==> config.mk <==
export PLATFORM = sky130hd
export DESIGN_NAME = mbet_queue
export DESIGN_NICKNAME = d
export VERILOG_FILES = /design/src/mbet_pkg.sv /design/src/mbet_queue.sv
export SDC_FILE = /design/constraint.sdc
export NUM_CORES = 1
export LEC_CHECK = 0
export BUFFER_PORTS_ARGS = -buffer_cell sky130_fd_sc_hd__clkbuf_2
export CELL_PAD_IN_SITES_DETAIL_PLACEMENT = 0
export CELL_PAD_IN_SITES_GLOBAL_PLACEMENT = 1
export CORE_MARGIN = 2
export CORE_UTILIZATION = 47
export CTS_CLUSTER_SIZE = 24
export DETAILED_ROUTE_END_ITERATION = 12
export PLACE_DENSITY_LB_ADDON = 0.1
export RECOVER_POWER = 50
export SLEW_MARGIN = 40
export SYNTH_ARGS = -nofsm -noshare
export SYNTH_HDL_FRONTEND = slang
export SYNTH_SLANG_ARGS = --single-unit
==> constraint.sdc <==
create_clock -name clk -period 9 [get_ports clk]
set_input_delay 1.8 -clock clk [delete_from_list [all_inputs] [get_ports clk]]
set_output_delay 1.8 -clock clk [all_outputs]
set_load 0.01 [all_outputs]
==> src/mbet_pkg.sv <==
// ----------------------------------------------------------------------------
// mbet_pkg
// Shared types, widths and helpers for the Mandelbrot escape-time block.
// ----------------------------------------------------------------------------
package mbet_pkg;

  // Field and datapath widths
  localparam int WORD_W        = 32;
  localparam int PROD_W        = 2 * WORD_W;
  localparam int COORD_W       = 10;
  localparam int ITER_W        = 8;
  localparam int SPACING_W     = 31;
  localparam int OFFSET_W      = 10;
  localparam int CFG_IDX_W     = 3;
  localparam int FRAC_BITS_DEF = 26;
  localparam int QUEUE_DEPTH   = 2;

  // Reset values of the configuration registers
  localparam int SPACING_DIV = 200;  // spacing resets to 1/200 of one unit
  localparam int OFFSET_RST  = 400;
  localparam int ITER_RST    = 50;

  // Configuration register indexes
  typedef enum logic [CFG_IDX_W-1:0] {
    REG_SPACING   = 3'd0,
    REG_RE_CENTRE = 3'd1,
    REG_IM_CENTRE = 3'd2,
    REG_OFFSET    = 3'd3,
    REG_MAX_ITER  = 3'd4
  } cfg_reg_e;

  // Current configuration, handed to both halves
  typedef struct packed {
    logic [SPACING_W-1:0]     spacing;
    logic signed [WORD_W-1:0] re_centre;
    logic signed [WORD_W-1:0] im_centre;
    logic [OFFSET_W-1:0]      origin_offset;
    logic [ITER_W-1:0]        max_iter;
  } cfg_t;

  // A mapped point waiting in the queue
  typedef struct packed {
    logic [COORD_W-1:0]       column;
    logic [COORD_W-1:0]       row;
    logic signed [WORD_W-1:0] c_re;
    logic signed [WORD_W-1:0] c_im;
  } point_t;

  // Iteration engine states
  typedef enum logic [1:0] {
    ST_IDLE,
    ST_MUL,
    ST_EVAL,
    ST_DONE
  } back_state_e;

  // Clamp a wide signed value to the signed word range
  function automatic logic signed [WORD_W-1:0] sat_word(input logic signed [PROD_W-1:0] v);
    if (v[PROD_W-1:WORD_W-1] == '0 || v[PROD_W-1:WORD_W-1] == '1) begin
      return v[WORD_W-1:0];
    end else if (v[PROD_W-1]) begin
      return {1'b1, {(WORD_W-1){1'b0}}};
    end else begin
      return {1'b0, {(WORD_W-1){1'b1}}};
    end
  endfunction

endpackage

==> src/mbet_queue.sv <==
// ----------------------------------------------------------------------------
// mbet_queue
// Short FIFO of mapped points between the front and the iteration engine.
// ----------------------------------------------------------------------------
module mbet_queue import mbet_pkg::*; #(
  parameter int DEPTH = QUEUE_DEPTH
) (
  input  logic   clk,
  input  logic   rst,
  input  point_t push_data,
  input  logic   push_valid,
  output logic   push_ready,
  output point_t pop_data,
  output logic   pop_valid,
  input  logic   pop_ready
);

  localparam int PTR_W = (DEPTH > 1) ? $clog2(DEPTH) : 1;
  localparam int CNT_W = $clog2(DEPTH + 1);

  point_t           entries [DEPTH];
  logic [PTR_W-1:0] wr_ptr;
  logic [PTR_W-1:0] rd_ptr;
  logic [CNT_W-1:0] count;
  logic             do_push;
  logic             do_pop;

  assign push_ready = (count != CNT_W'(DEPTH));
  assign pop_valid  = (count != '0);
  assign pop_data   = entries[rd_ptr];
  assign do_push    = push_valid && push_ready;
  assign do_pop     = pop_valid && pop_ready;

  // Pointers and fill count
  always_ff @(posedge clk) begin
    if (rst) begin
      wr_ptr <= '0;
      rd_ptr <= '0;
      count  <= '0;
    end else begin
      if (do_push) begin
        wr_ptr <= (wr_ptr == PTR_W'(DEPTH - 1)) ? '0 : wr_ptr + 1'b1;
      end
      if (do_pop) begin
        rd_ptr <= (rd_ptr == PTR_W'(DEPTH - 1)) ? '0 : rd_ptr + 1'b1;
      end
      if (do_push && !do_pop) begin
        count <= count + 1'b1;
      end else if (do_pop && !do_push) begin
        count <= count - 1'b1;
      end
    end
  end

  // Entry storage
  always_ff @(posedge clk) begin
    if (do_push) begin
      entries[wr_ptr] <= push_data;
    end
  end

endmodule

Word level (Yosys, flattened, before mapping)
Memories as Yosys holds them, arrays and structs flattened. A register that Yosys moved wholly into a read port is not among the register bits.
Index checks and enable logic that the tools add are counted.
{"block": "totals", "ff_bits": 4, "latch_bits": 0, "ram_bits": 168, "mem_bits_ro": 0, "input_bits": 88, "output_inout_bits": 86, "wordCells": 25, "mem_count": 1}
{"memory": "entries", "words": 2, "word_bits": 84, "rd": 1, "rd_clocked_by_memory_dff": 1, "write_ports": 1, "line": "mbet_queue.sv:21", "source": "point_t entries [DEPTH];"}
{"block": "op_classes", "n_addsub": 4, "n_mul": 0, "n_div": 0, "order_cmp": 0, "eq_ne": 1, "shift": 0, "n_mux": 8, "bitwise": 0, "n_reduce_logical": 8}
{"cell": "1-bit two-way mux", "count": 6}
{"cell": "1-bit logical AND", "count": 4}
{"cell": "2-bit two-way mux", "count": 2}
{"cell": "2-bit nonzero test", "count": 2}
{"cell": "1-bit adder (second input constant)", "count": 2}
{"cell": "2-bit by 1-bit adder with 2-bit output (second input constant)", "count": 1}
{"cell": "1-bit logical NOT", "count": 2}
{"cell": "2-bit inequality test (second input constant)", "count": 1}
{"cell": "2-bit by 1-bit subtractor with 2-bit output (second input constant)", "count": 1}

Depth between registers and ports, before layout
Gate-level depths: netlist (run 1).
{"block": "depth", "word_depth": 6, "depth_mapped": 6, "mapped_depth_nobuf": 6}

Least setup slack after synthesis (run 1)
Ideal clock, no wire load.
{"block": "synth_path", "path_type": "input -> register", "startpoint": "in push_valid", "endpoint": "mem entries[1][0] (netlist name), enable pin", "arrival_ns": 3.805, "path_slack_ns": 4.743, "stages": 1, "n_path_buf": 0, "path_cell_list": "and3_1"}
{"block": "synth_via", "elab_chain_len": 3}
{"item": "start, declared", "line": "mbet_queue.sv:11", "source": "input logic push_valid,"}
{"item": "1-bit logical AND", "line": "mbet_queue.sv:31", "source": "assign do_push = push_valid && push_ready;"}
{"item": "1-bit two-way mux", "line": "mbet_queue.sv:57", "source": "if (do_push) begin"}
{"item": "1-bit two-way mux (implied by the code)", "line": "mbet_queue.sv:58", "source": "entries[wr_ptr] <= push_data;"}
{"item": "end, declared", "line": "mbet_queue.sv:21"}
No other way between the ends.

Worst setup path in the final report (run 1)
{"block": "layout_path", "startpoint": "in push_valid", "endpoint": "mem entries[0][14] (netlist name), enable pin"}
The elaborated chain is that of the path after synthesis.

==> results of run 1 <==
[sequential cells by signal, summed over array words and instances, names as in the netlist, named ones only]
| name | flops |
|---|---|
| wr_ptr | 1 |
| rd_ptr | 1 |
| count | 2 |
| entries | 168 |
[cell type report]
class,instances,share of cell area [%]
multi-input combinational,102,13.5
clock inverter,13,1.89
timing repair buffer,177,10.9
inverter,1,0.0635
clock buffer,19,5.49
tap,176,2.79
sequential,173,65.3
[cells by family after synthesis]
| logic type | after synthesis | share of synthesized area, % |
|---|---|---|
| simple gates | 9 | 0.795 |
| mux | 84 | 15.0 |
| fa+ha+maj | 1 | 0.199 |
| compound gates | 5 | 0.477 |
| xor+xnor | 3 | 0.417 |
| buf+inv | 10 | 1.41 |
| flops | 173 | 81.7 |
[placed cells by master, fill, tap and decap left out, types with 2 or more instances in the layout]
cell	Yosys	final
sky130_fd_sc_hd__dfxtp_1	5	4
sky130_fd_sc_hd__clkinv_4	0	2
sky130_fd_sc_hd__clkinv_2	0	6
sky130_fd_sc_hd__clkbuf_2	0	115
sky130_fd_sc_hd__o21ai_0	2	2
sky130_fd_sc_hd__clkbuf_16	0	17
sky130_fd_sc_hd__xor2_1	3	3
sky130_fd_sc_hd__clkbuf_1	0	60
sky130_fd_sc_hd__edfxtp_1	168	168
sky130_fd_sc_hd__a21oi_1	2	2
sky130_fd_sc_hd__mux2_2	84	84
sky130_fd_sc_hd__bufinv_16	0	3
sky130_fd_sc_hd__nor2_1	3	3
[final timing paths]
check,startpoint,to,slack [ps],cells after the start
setup / recovery,push_valid,entries[0][14]$_DFFE_PP_,5210,4
hold / removal,rd_ptr$_SDFFE_PP0P_,rd_ptr$_SDFFE_PP0P_,510,2
setup reg to reg,count[0]$_SDFFE_PP0P_,entries[0][14]$_DFFE_PP_,6110,4
hold reg to reg,rd_ptr$_SDFFE_PP0P_,rd_ptr$_SDFFE_PP0P_,510,2
[critical path: cells and delay by family]
kind / cells / cell delay (ps)
buffers and inverters: 3 / 1860
AND/OR/NAND/NOR: 1 / 150
[where the power goes]
group,switching (W),total [W],internal (W),leakage (nW)
combinational,0.000259,0.000501,0.000242,0.937
sequential,0.0000435,0.00105,0.00101,1.61
clock,0.000277,0.000710,0.000433,0.288
[layer usage]
metal  GRT usage [%]  up-vias  share of wire [%]
met5               0        -                  0
met4            7.43        0                2.0
met3            5.42       16                7.5
met2            26.7      113                 51
met1            17.7     1550                 39
li1                -     1500                  -
[through the flow]
step / setup slack (ps) / instance area [µm²] / total power, W / hold slack (ps) / cells
after global routing: 4960 / 7880 / 0.00237 / 536 / 661
after floorplan: 4740 / 6300 / 0.00139 / 471 / 285
after CTS: 5270 / 7950 / 0.00230 / 519 / 661
after global placement: 5440 / 7320 / 0.00156 / 485 / 627
final: 5210 / 7880 / 0.00226 / 509 / 661
after detailed placement: 5370 / 7370 / 0.00159 / 499 / 629
==> results.txt, run 1 <==
----------------------------------------------------
[Placement]
  GPL Wtd Cong ... 0.702
  Port Buf Inserts ... 173
  Sum of net half-perimeters after detailed placement ... 7100 µm

[Timing]
  Number of pins exceeding their max-slew limit in the final report ... 0
  Final setup violating endpoints ... 0
  Unrepaired setup endpoints after global routing ... no
  Clock skew ... 5.69 ps
  Fmax ... 264 MHz
  Number of endpoints with negative hold slack in the final report ... 0
  Accumulated negative setup slack ... 0 ps
  Share of the clock period used by the worst path ... 42.1%
  Worst slew margin relative to its limit ... 15.6%
  Final period demand of the worst path ... 3790 ps
  Actual transition at the worst max-transition pin ... 1260 ps

[Job]
  MaxCap Viol Count ... 0

[Yosys]
  Flip-flop and latch count after synthesis ... 173
  Leading cell types by count after synthesis ... sky130_fd_sc_hd__edfxtp_1 (168), sky130_fd_sc_hd__mux2_2 (84), sky130_fd_sc_hd__buf_6 (6)
  Share of synthesized area occupied by flip-flops and latches ... 81.7%
  Dominant cell type by area after synthesis ... sky130_fd_sc_hd__edfxtp_1
  Post-Synthesis Cells ... 285
  Synth Area per Inst ... 22.1 µm²
  Count of cell types in the netlist ... 19
  Most used flip-flop cell after synthesis ... sky130_fd_sc_hd__edfxtp_1
  Synth area leaders ... sky130_fd_sc_hd__edfxtp_1 (80%), sky130_fd_sc_hd__mux2_2 (15%), sky130_fd_sc_hd__dfxtp_1 (1.6%)
  Share of flip-flops with an asynchronous set or reset ... 0%
  Top-count cell post-synth ... sky130_fd_sc_hd__edfxtp_1
  Count of flip-flops with a built-in enable after synthesis ... 168
  Warning count from the yosys run ... 0
  Post-synthesis cell area ... 6300 µm²
  Syn_nets ... 374
  Area share of the largest cell type after synthesis ... 80.1%

[Clocking]
  Clock latency of the later-clocked register in the worst-skew pair ... 410 ps
  Post-CTS sizing ... 0
  TritonCTS clock tree ... yes
  Inserted Clock Buffers ... 17
  Root buffer cell ... sky130_fd_sc_hd__clkbuf_16
  Clock-pin slew reported for the worst setup and hold paths after clock tree synthesis ... 60 ps
  Post-CTS setup buffers ... 0
  Count of hold-fix buffers inserted at cts ... 0
  Clock tree sinks ... 173
  Number of buffers on the longest clock path ... 2
  H-tree lvl count ... 4

[Route]
  Total vias in the final route ... 3,179
  Vias per Instance ... 4.81
  Routed wire length ... 10,700 µm
  Initial drt markers ... 134
  Post-DR wirelength/cell ... 16.2 µm
  Remaining routing DRC violations ... 0
  Drt first pass iters ... 4
  Remaining number of nets flagged by the antenna check after routing ... 0

[Worst setup path]
  Endpoint class of the critical path ... flop
  Biggest cell delay along the critical path ... 1000 ps
  Highest fanout seen on the critical path ... 57
  CP Data Arrival Time ... 3860 ps
  Required time at the endpoint of the critical path ... 9060 ps
  Setup Crit Path Kind ... in -> reg
  Critical Path Source Type ... primary input
  Slowest stage cell on the critical path ... sky130_fd_sc_hd__clkinvlp_2
  Cells along the critical path ... clkbuf_1 -> nand3b_1 -> clkinvlp_2 -> buf_4

[Global route]
  GR Overflow Total ... 0
  Global-route usage over all layers ... 15.7%
  First-pass GRT wire length ... 16,600 µm
  Antenna violations before repair ... 0
  Vias in the first global route ... 3,384
  Largest net degree at the start of global routing ... 60

[Layout]
  Core occupancy in the finished layout ... 59.7%
  # diodes ... 0
  Area of the multi-input gates ... 1060 µm²
  Area overhead of the layout relative to synthesis ... 25.1%
  Total of fill cells in the finished design ... 1,082
  Share of layout cells above drive strength 1 ... 48.7%
  Total area of sequential cells ... 5150 µm²
  Number of nets in the layout ... 561

[Worst hold path]
  Class of the most critical hold timing path ... reg -> reg

[Floorplanning]
  Total die area ... 14,300 µm²
  Core box area ... 13,200 µm²
  Placement row count ... 42
  Die width ... 120 µm
  Die Y-Extent ... 120 µm
  Initial Util ... 47.8%
  Top Ports ... 174

[Pwr]
  Standby leakage power ... 2.84 nW
  PD cells ... 287 nW/µm²
  Peak VDD IR ... 170 µV

[Status]
  Outcome ... complete, no violations

----------------------------------------------------
Note: power is estimated with default switching activity, not from simulation.
==> inputs of run 2 (changes only) <==
--- a/config.mk
+++ b/config.mk
@@ -9,7 +9,7 @@
 export CELL_PAD_IN_SITES_DETAIL_PLACEMENT = 0
 export CELL_PAD_IN_SITES_GLOBAL_PLACEMENT = 1
 export CORE_MARGIN = 2
-export CORE_UTILIZATION = 47
+export CORE_UTILIZATION = 39
 export CTS_CLUSTER_SIZE = 24
 export DETAILED_ROUTE_END_ITERATION = 12
 export PLACE_DENSITY_LB_ADDON = 0.1
==> constraint.sdc (replaced) <==
create_clock -name clk -period 3.16 [get_ports clk]
set_input_delay 0.632 -clock clk [delete_from_list [all_inputs] [get_ports clk]]
set_output_delay 0.632 -clock clk [all_outputs]
set_load 0.01 [all_outputs]
==> results.txt, run 2 (synthesis results as in run 1) <==
----------------------------------------------------
[Placement]
  Port Buf Inserts ... 173 (unchanged)
  GPL Wtd Cong ... 0.690 (was 0.702)
  Post-Place Cells ... 675 (was 629)
  Sum of net half-perimeters after detailed placement ... 7980 µm (was 7100 µm)
  Worst Setup Slack post-DPL ... 966 ps (was 5370 ps)

[Clocking]
  Count of hold-fix buffers inserted at cts ... 0 (unchanged)
  Clock-pin slew reported for the worst setup and hold paths after clock tree synthesis ... 60 ps (about the same)
  Post-CTS sizing ... 0 (unchanged)
  Clock latency of the later-clocked register in the worst-skew pair ... 420 ps (was 410 ps)
  Post-CTS setup buffers ... 0 (unchanged)
  H-tree lvl count ... 4 (unchanged)
  Root buffer cell ... sky130_fd_sc_hd__clkbuf_16 (unchanged)
  Clock tree sinks ... 173 (unchanged)
  TritonCTS clock tree ... yes (unchanged)
  Number of buffers on the longest clock path ... 2 (unchanged)
  Inserted Clock Buffers ... 17 (unchanged)

[Route]
  Initial drt markers ... 143 (was 134)
  Remaining number of nets flagged by the antenna check after routing ... 0 (unchanged)
  Total vias in the final route ... 3,252 (was 3,179)
  Remaining routing DRC violations ... 0 (unchanged)
  Routed wire length ... 11,800 µm (was 10,700 µm)
  Vias per Instance ... 4.60 (was 4.81)
  Post-DR wirelength/cell ... 16.7 µm (was 16.2 µm)
  Drt first pass iters ... 5 (was 4)

[Pwr]
  Peak VDD IR ... 401 µV (was 170 µV)
  PD cells ... 830 nW/µm² (was 287 nW/µm²)
  Standby leakage power ... 2.88 nW (was 2.84 nW)

[Global route]
  Global-route usage over all layers ... 14.1% (was 15.7%)
  GR Overflow Total ... 0 (unchanged)
  Vias in the first global route ... 3,257 (was 3,384)
  Antenna violations before repair ... 0 (unchanged)
  First-pass GRT wire length ... 17,500 µm (was 16,600 µm)
  Largest net degree at the start of global routing ... 44 (was 60)

[Timing]
  Number of pins exceeding their max-slew limit in the final report ... 0 (unchanged)
  Final setup violating endpoints ... 0 (unchanged)
  Clock skew ... 6.39 ps (was 5.69 ps)
  Accumulated negative setup slack ... 0 ps (unchanged)
  Unrepaired setup endpoints after global routing ... no (unchanged)
  Final period demand of the worst path ... 2580 ps
  Number of endpoints with negative hold slack in the final report ... 0 (unchanged)
  Worst slew margin relative to its limit ... 18.2% (was 15.6%)
  Fmax ... 388 MHz
  Share of the clock period used by the worst path ... 81.6%
  Actual transition at the worst max-transition pin ... 1230 ps (was 1260 ps)
  Final setup slack of the worst path ... 582 ps (was 5210 ps)

[Status]
  Outcome ... complete, no violations (unchanged)

[Floorplanning]
  Die Y-Extent ... 131 µm (was 120 µm)
  Top Ports ... 174 (unchanged)
  Total die area ... 17,200 µm² (was 14,300 µm²)
  Initial Util ... 39.8% (was 47.8%)
  Core box area ... 15,800 µm² (was 13,200 µm²)
  Die width ... 131 µm (was 120 µm)
  Placement row count ... 46 (was 42)

[Layout]
  Total of fill cells in the finished design ... 1,385 (was 1,082)
  Core occupancy in the finished layout ... 50.6% (was 59.7%)
  Area overhead of the layout relative to synthesis ... 27.2% (was 25.1%)
  Number of nets in the layout ... 567 (was 561)
  Non-filler instance count after layout ... 707 (was 661)
  Top register by number of flip-flops ... entries (unchanged)
  Most common cell after layout, fill and taps aside ... sky130_fd_sc_hd__edfxtp_1 (unchanged)
  Share of layout cells above drive strength 1 ... 48.7% (about the same)
  # diodes ... 0 (unchanged)
  Number of flip-flops in the largest register ... 168 (unchanged)
  Leading cell types in the layout, fill and taps excluded ... sky130_fd_sc_hd__edfxtp_1 (168), sky130_fd_sc_hd__clkbuf_2 (114), sky130_fd_sc_hd__mux2_2 (84) (was sky130_fd_sc_hd__edfxtp_1 (168), sky130_fd_sc_hd__clkbuf_2 (115), sky130_fd_sc_hd__mux2_2 (84))
  Biggest regs ... entries x168, count x2 (unchanged)

[Worst setup path]
  Biggest cell delay along the critical path ... 670 ps (was 1000 ps)
  Setup Crit Path Kind ... reg -> out (was in -> reg)
  Critical Path Source Type ... flop (was primary input)
  Cells along the critical path ... buf_4 -> mux2_2 -> clkbuf_2 (was clkbuf_1 -> nand3b_1 -> clkinvlp_2 -> buf_4)
  CP Data Arrival Time ... 1950 ps (was 3860 ps)
  Required time at the endpoint of the critical path ... 2530 ps (was 9060 ps)
  Slowest stage cell on the critical path ... sky130_fd_sc_hd__dfxtp_4 (was sky130_fd_sc_hd__clkinvlp_2)
  Highest fanout seen on the critical path ... 35 (was 57)
  Endpoint class of the critical path ... output pin (was flop)

[Worst hold path]
  Class of the most critical hold timing path ... in -> reg (was reg -> reg)

[Job]
  MaxCap Viol Count ... 0 (unchanged)

----------------------------------------------------
==> run 2: final timing paths <==
kind	start	slack (ps)	depth (start not counted)	endpoint
min reg2reg	rd_ptr$_SDFFE_PP0P_	510	2	rd_ptr$_SDFFE_PP0P_
max reg2reg	count[0]$_SDFFE_PP0P_	800	3	entries[1][35]$_DFFE_PP_
min	push_data[79]	410	1	entries[1][79]$_DFFE_PP_
max	flop	580	3	pop_data[47]
==> run 2: per-stage QoR <==
step / area (µm²) / hold slack (ps) / power [W]
floorplan: 6300 / 471 / 0.00396
global placement: 7460 / 483 / 0.00452
detailed placement: 7460 / 499 / 0.00455
CTS: 8090 / 383 / 0.00677
global route: 8010 / 379 / 0.00697
finish: 8010 / 405 / 0.00665
==> run 2: layer usage <==
metal  track usage, %  vias to the layer above  share of wire [%]
met5                0                        -                  0
met4             6.38                        0                1.5
met3             6.13                       17                9.0
li1                 -                     1521                  -
met2             22.2                      115                 49
met1             17.0                     1599                 41
==> run 2: critical path: cells and delay by family (launching register included) <==
family                 cells  cell delay (ps)
DFF                        1              670
buffers and inverters      2              470
muxes                      1              370
==> run 2: cell type report <==
| class | count | area (µm²) | area share [%] |
|---|---|---|---|
| tap | 216 | 270 | 3.37 |
| clock buffer | 19 | 433 | 5.40 |
| inverter | 1 | 5.00 | 0.0625 |
| multi-input combinational | 102 | 1060 | 13.3 |
| clock inverter | 13 | 196 | 2.45 |
| timing repair buffer | 183 | 892 | 11.1 |
| sequential | 173 | 5150 | 64.3 |
==> run 2: where the power goes <==
| part | internal, W | switching [W] | total (W) | leakage (nW) |
|---|---|---|---|---|
| sequential | 0.00287 | 0.000131 | 0.00300 | 1.61 |
| clock | 0.00139 | 0.000807 | 0.00220 | 0.303 |
| combinational | 0.000694 | 0.000752 | 0.00145 | 0.965 |
==> inputs of run 3 (changes only) <==
==> constraint.sdc (replaced) <==
create_clock -name clk -period 2.1 [get_ports clk]
set_input_delay 0.42 -clock clk [delete_from_list [all_inputs] [get_ports clk]]
set_output_delay 0.42 -clock clk [all_outputs]
set_load 0.01 [all_outputs]
==> results.txt, run 3 (synthesis results as in run 1) <==
----------------------------------------------------
[Status]
  Outcome ... complete, no violations (unchanged)

[Route]
  Initial drt markers ... 126 (was 143)
  Post-DR wirelength/cell ... 16.4 µm (was 16.7 µm)
  Routed wire length ... 11,700 µm (was 11,800 µm)
  Remaining routing DRC violations ... 0 (unchanged)
  Total vias in the final route ... 3,215 (was 3,252)
  Drt first pass iters ... 6 (was 5)
  Remaining number of nets flagged by the antenna check after routing ... 0 (unchanged)
  Vias per Instance ... 4.53 (was 4.60)

[Pwr]
  PD cells ... 1210 nW/µm² (was 830 nW/µm²)
  Standby leakage power ... 2.88 nW (about the same)
  Peak VDD IR ... 574 µV (was 401 µV)

[Global route]
  Antenna violations before repair ... 1 (was 0)
  GR Overflow Total ... 0 (unchanged)
  Largest net degree at the start of global routing ... 57 (was 44)
  First-pass GRT wire length ... 16,600 µm (was 17,500 µm)
  Global-route usage over all layers ... 13.4% (was 14.1%)
  Vias in the first global route ... 3,143 (was 3,257)

[Timing]
  Number of endpoints with negative hold slack in the final report ... 0 (unchanged)
  Final setup slack of the worst path ... 136 ps (was 582 ps)
  Final setup violating endpoints ... 0 (unchanged)
  Clock skew ... 7.34 ps (was 6.39 ps)
  Worst slack on hold paths ... 191 ps (was 405 ps)
  Final period demand of the worst path ... 1960 ps
  Fmax ... 509 MHz
  Share of the clock period used by the worst path ... 93.5%
  Actual transition at the worst max-transition pin ... 772 ps (was 1230 ps)
  Worst slew margin relative to its limit ... 48.5% (was 18.2%)
  Number of pins exceeding their max-slew limit in the final report ... 0 (unchanged)
  Unrepaired setup endpoints after global routing ... no (unchanged)

[Worst setup path]
  Logic depth of the worst register-to-register path ... 3 (unchanged)
  Cells along the critical path ... buf_4 -> mux2_2 -> clkbuf_2 (unchanged)
  Beginning of the worst register-to-register path ... count[0]$_SDFFE_PP0P_ (unchanged)
  Worst R2R End ... entries[1][62]$_DFFE_PP_ (was entries[1][35]$_DFFE_PP_)
  Biggest cell delay along the critical path ... 410 ps (was 670 ps)
  Highest fanout seen on the critical path ... 10 (was 35)
  Required time at the endpoint of the critical path ... 1680 ps (was 2530 ps)
  Worst R2R Setup Slack ... 210 ps (was 800 ps)
  Slowest stage cell on the critical path ... sky130_fd_sc_hd__dfxtp_4 (unchanged)
  Crit path buf inv count ... 2 (unchanged)
  CP Data Arrival Time ... 1540 ps (was 1950 ps)
  Termination of the worst setup path ... pop_data[68] (was pop_data[47])
  Critical Path Source Type ... flop (unchanged)
  Critical Path Stages ... 3 (unchanged)
  Category of cells accounting for the largest share of critical-path delay ... flip-flops (unchanged)
  Setup Crit Path Kind ... reg -> out (unchanged)
  Endpoint class of the critical path ... output pin (unchanged)

[Placement]
  Sum of net half-perimeters after detailed placement ... 7860 µm (was 7980 µm)
  Worst Setup Slack post-DPL ... 409 ps (was 966 ps)
  Port Buf Inserts ... 173 (unchanged)
  Post-Place Cells ... 675 (unchanged)
  GPL Wtd Cong ... 0.702 (was 0.690)

[Clocking]
  Clock latency of the later-clocked register in the worst-skew pair ... 420 ps (about the same)
  TritonCTS clock tree ... yes (unchanged)
  Number of buffers on the longest clock path ... 2 (unchanged)
  Count of hold-fix buffers inserted at cts ... 0 (unchanged)
  H-tree lvl count ... 4 (unchanged)
  Clock tree sinks ... 173 (unchanged)
  Root buffer cell ... sky130_fd_sc_hd__clkbuf_16 (unchanged)
  Clock-pin slew reported for the worst setup and hold paths after clock tree synthesis ... 60 ps (about the same)
  Inserted Clock Buffers ... 17 (unchanged)

[Layout]
  Number of nets in the layout ... 569 (was 567)
  Leading cell types in the layout, fill and taps excluded ... sky130_fd_sc_hd__edfxtp_1 (168), sky130_fd_sc_hd__clkbuf_2 (122), sky130_fd_sc_hd__mux2_2 (84) (was sky130_fd_sc_hd__edfxtp_1 (168), sky130_fd_sc_hd__clkbuf_2 (114), sky130_fd_sc_hd__mux2_2 (84))
  Number of flip-flops in the largest register ... 168 (unchanged)
  Non-filler instance count after layout ... 710 (was 707)
  Biggest regs ... entries x168, count x2 (unchanged)
  Share of layout cells above drive strength 1 ... 51.1% (was 48.7%)
  Area overhead of the layout relative to synthesis ... 27.4% (was 27.2%)
  Top register by number of flip-flops ... entries (unchanged)
  Core occupancy in the finished layout ... 50.7% (was 50.6%)
  Most common cell after layout, fill and taps aside ... sky130_fd_sc_hd__edfxtp_1 (unchanged)

[Floorplanning]
  Total die area ... 17,200 µm² (unchanged)
  Placement row count ... 46 (unchanged)
  Core box area ... 15,800 µm² (unchanged)
  Die width ... 131 µm (unchanged)
  Top Ports ... 174 (unchanged)
  Initial Util ... 39.8% (unchanged)
  Die Y-Extent ... 131 µm (unchanged)

[Worst hold path]
  Worst Hold Launch ... push_data[71] (was push_data[79])
  Class of the most critical hold timing path ... in -> reg (unchanged)

[Job]
  MaxCap Viol Count ... 0 (unchanged)

----------------------------------------------------
## run 3: cell types whose count changed in the layout (fill, tap and decap cells not counted), sizes merged
cell	change
buf	+2
clkbuf	-1
clkinvlp	+4
inv	+3
bufinv	-3
diode	+1
clkinv	-3
## run 3: final cells by class
| type | instances | area [µm²] |
|---|---|---|
| Fill cell | 1367 | 7810 |
| Sequential cell | 173 | 5150 |
| Multi-Input combinational cell | 102 | 1070 |
| Timing Repair Buffer | 185 | 955 |
| Clock buffer | 18 | 429 |
| Tap cell | 216 | 270 |
| Clock inverter | 14 | 143 |
| Inverter | 1 | 7.51 |
| Antenna cell | 1 | 2.50 |
## run 3: metal layers
layer / global-route usage (%) / wire, µm
met1: 16.1 / 4700
met2: 21.3 / 5930
met3: 5.40 / 807
met4: 6.20 / 216
met5: 0 / 0
## run 3: worst min-delay path by stage
stage	cells after the start	slack, ps	to
floorplan	2	470	flop
global placement	2	490	rd_ptr$_SDFFE_PP0P_
detailed placement	2	500	rd_ptr$_SDFFE_PP0P_
CTS	1	160	entries[0][34]$_DFFE_PP_
global route	1	170	entries[1][38]$_DFFE_PP_
finish	1	190	entries[0][71]$_DFFE_PP_
## run 3: per-stage QoR
| stage | instance area (µm²) | TNS (ps) | total power [W] |
|---|---|---|---|
| finish | 8020 | 0 | 0.00974 |
| global route | 8020 | 0 | 0.0102 |
| CTS | 8110 | 0 | 0.00995 |
| detailed placement | 7520 | 0 | 0.00690 |
| global placement | 7520 | 0 | 0.00688 |
| floorplan | 6310 | -13500 | 0.00596 |
## run 3: what timing repair did
item	4_1_cts	5_1_grt
resized for setup	0	0
setup buffers	2	0
setup endpoints to repair	58	0
## run 3: power by group
part           internal [W]  switching (W)  total (W)
logic               0.00110        0.00120    0.00230
registers           0.00432       0.000122    0.00444
clock network       0.00175        0.00125    0.00300
total               0.00717        0.00258    0.00974
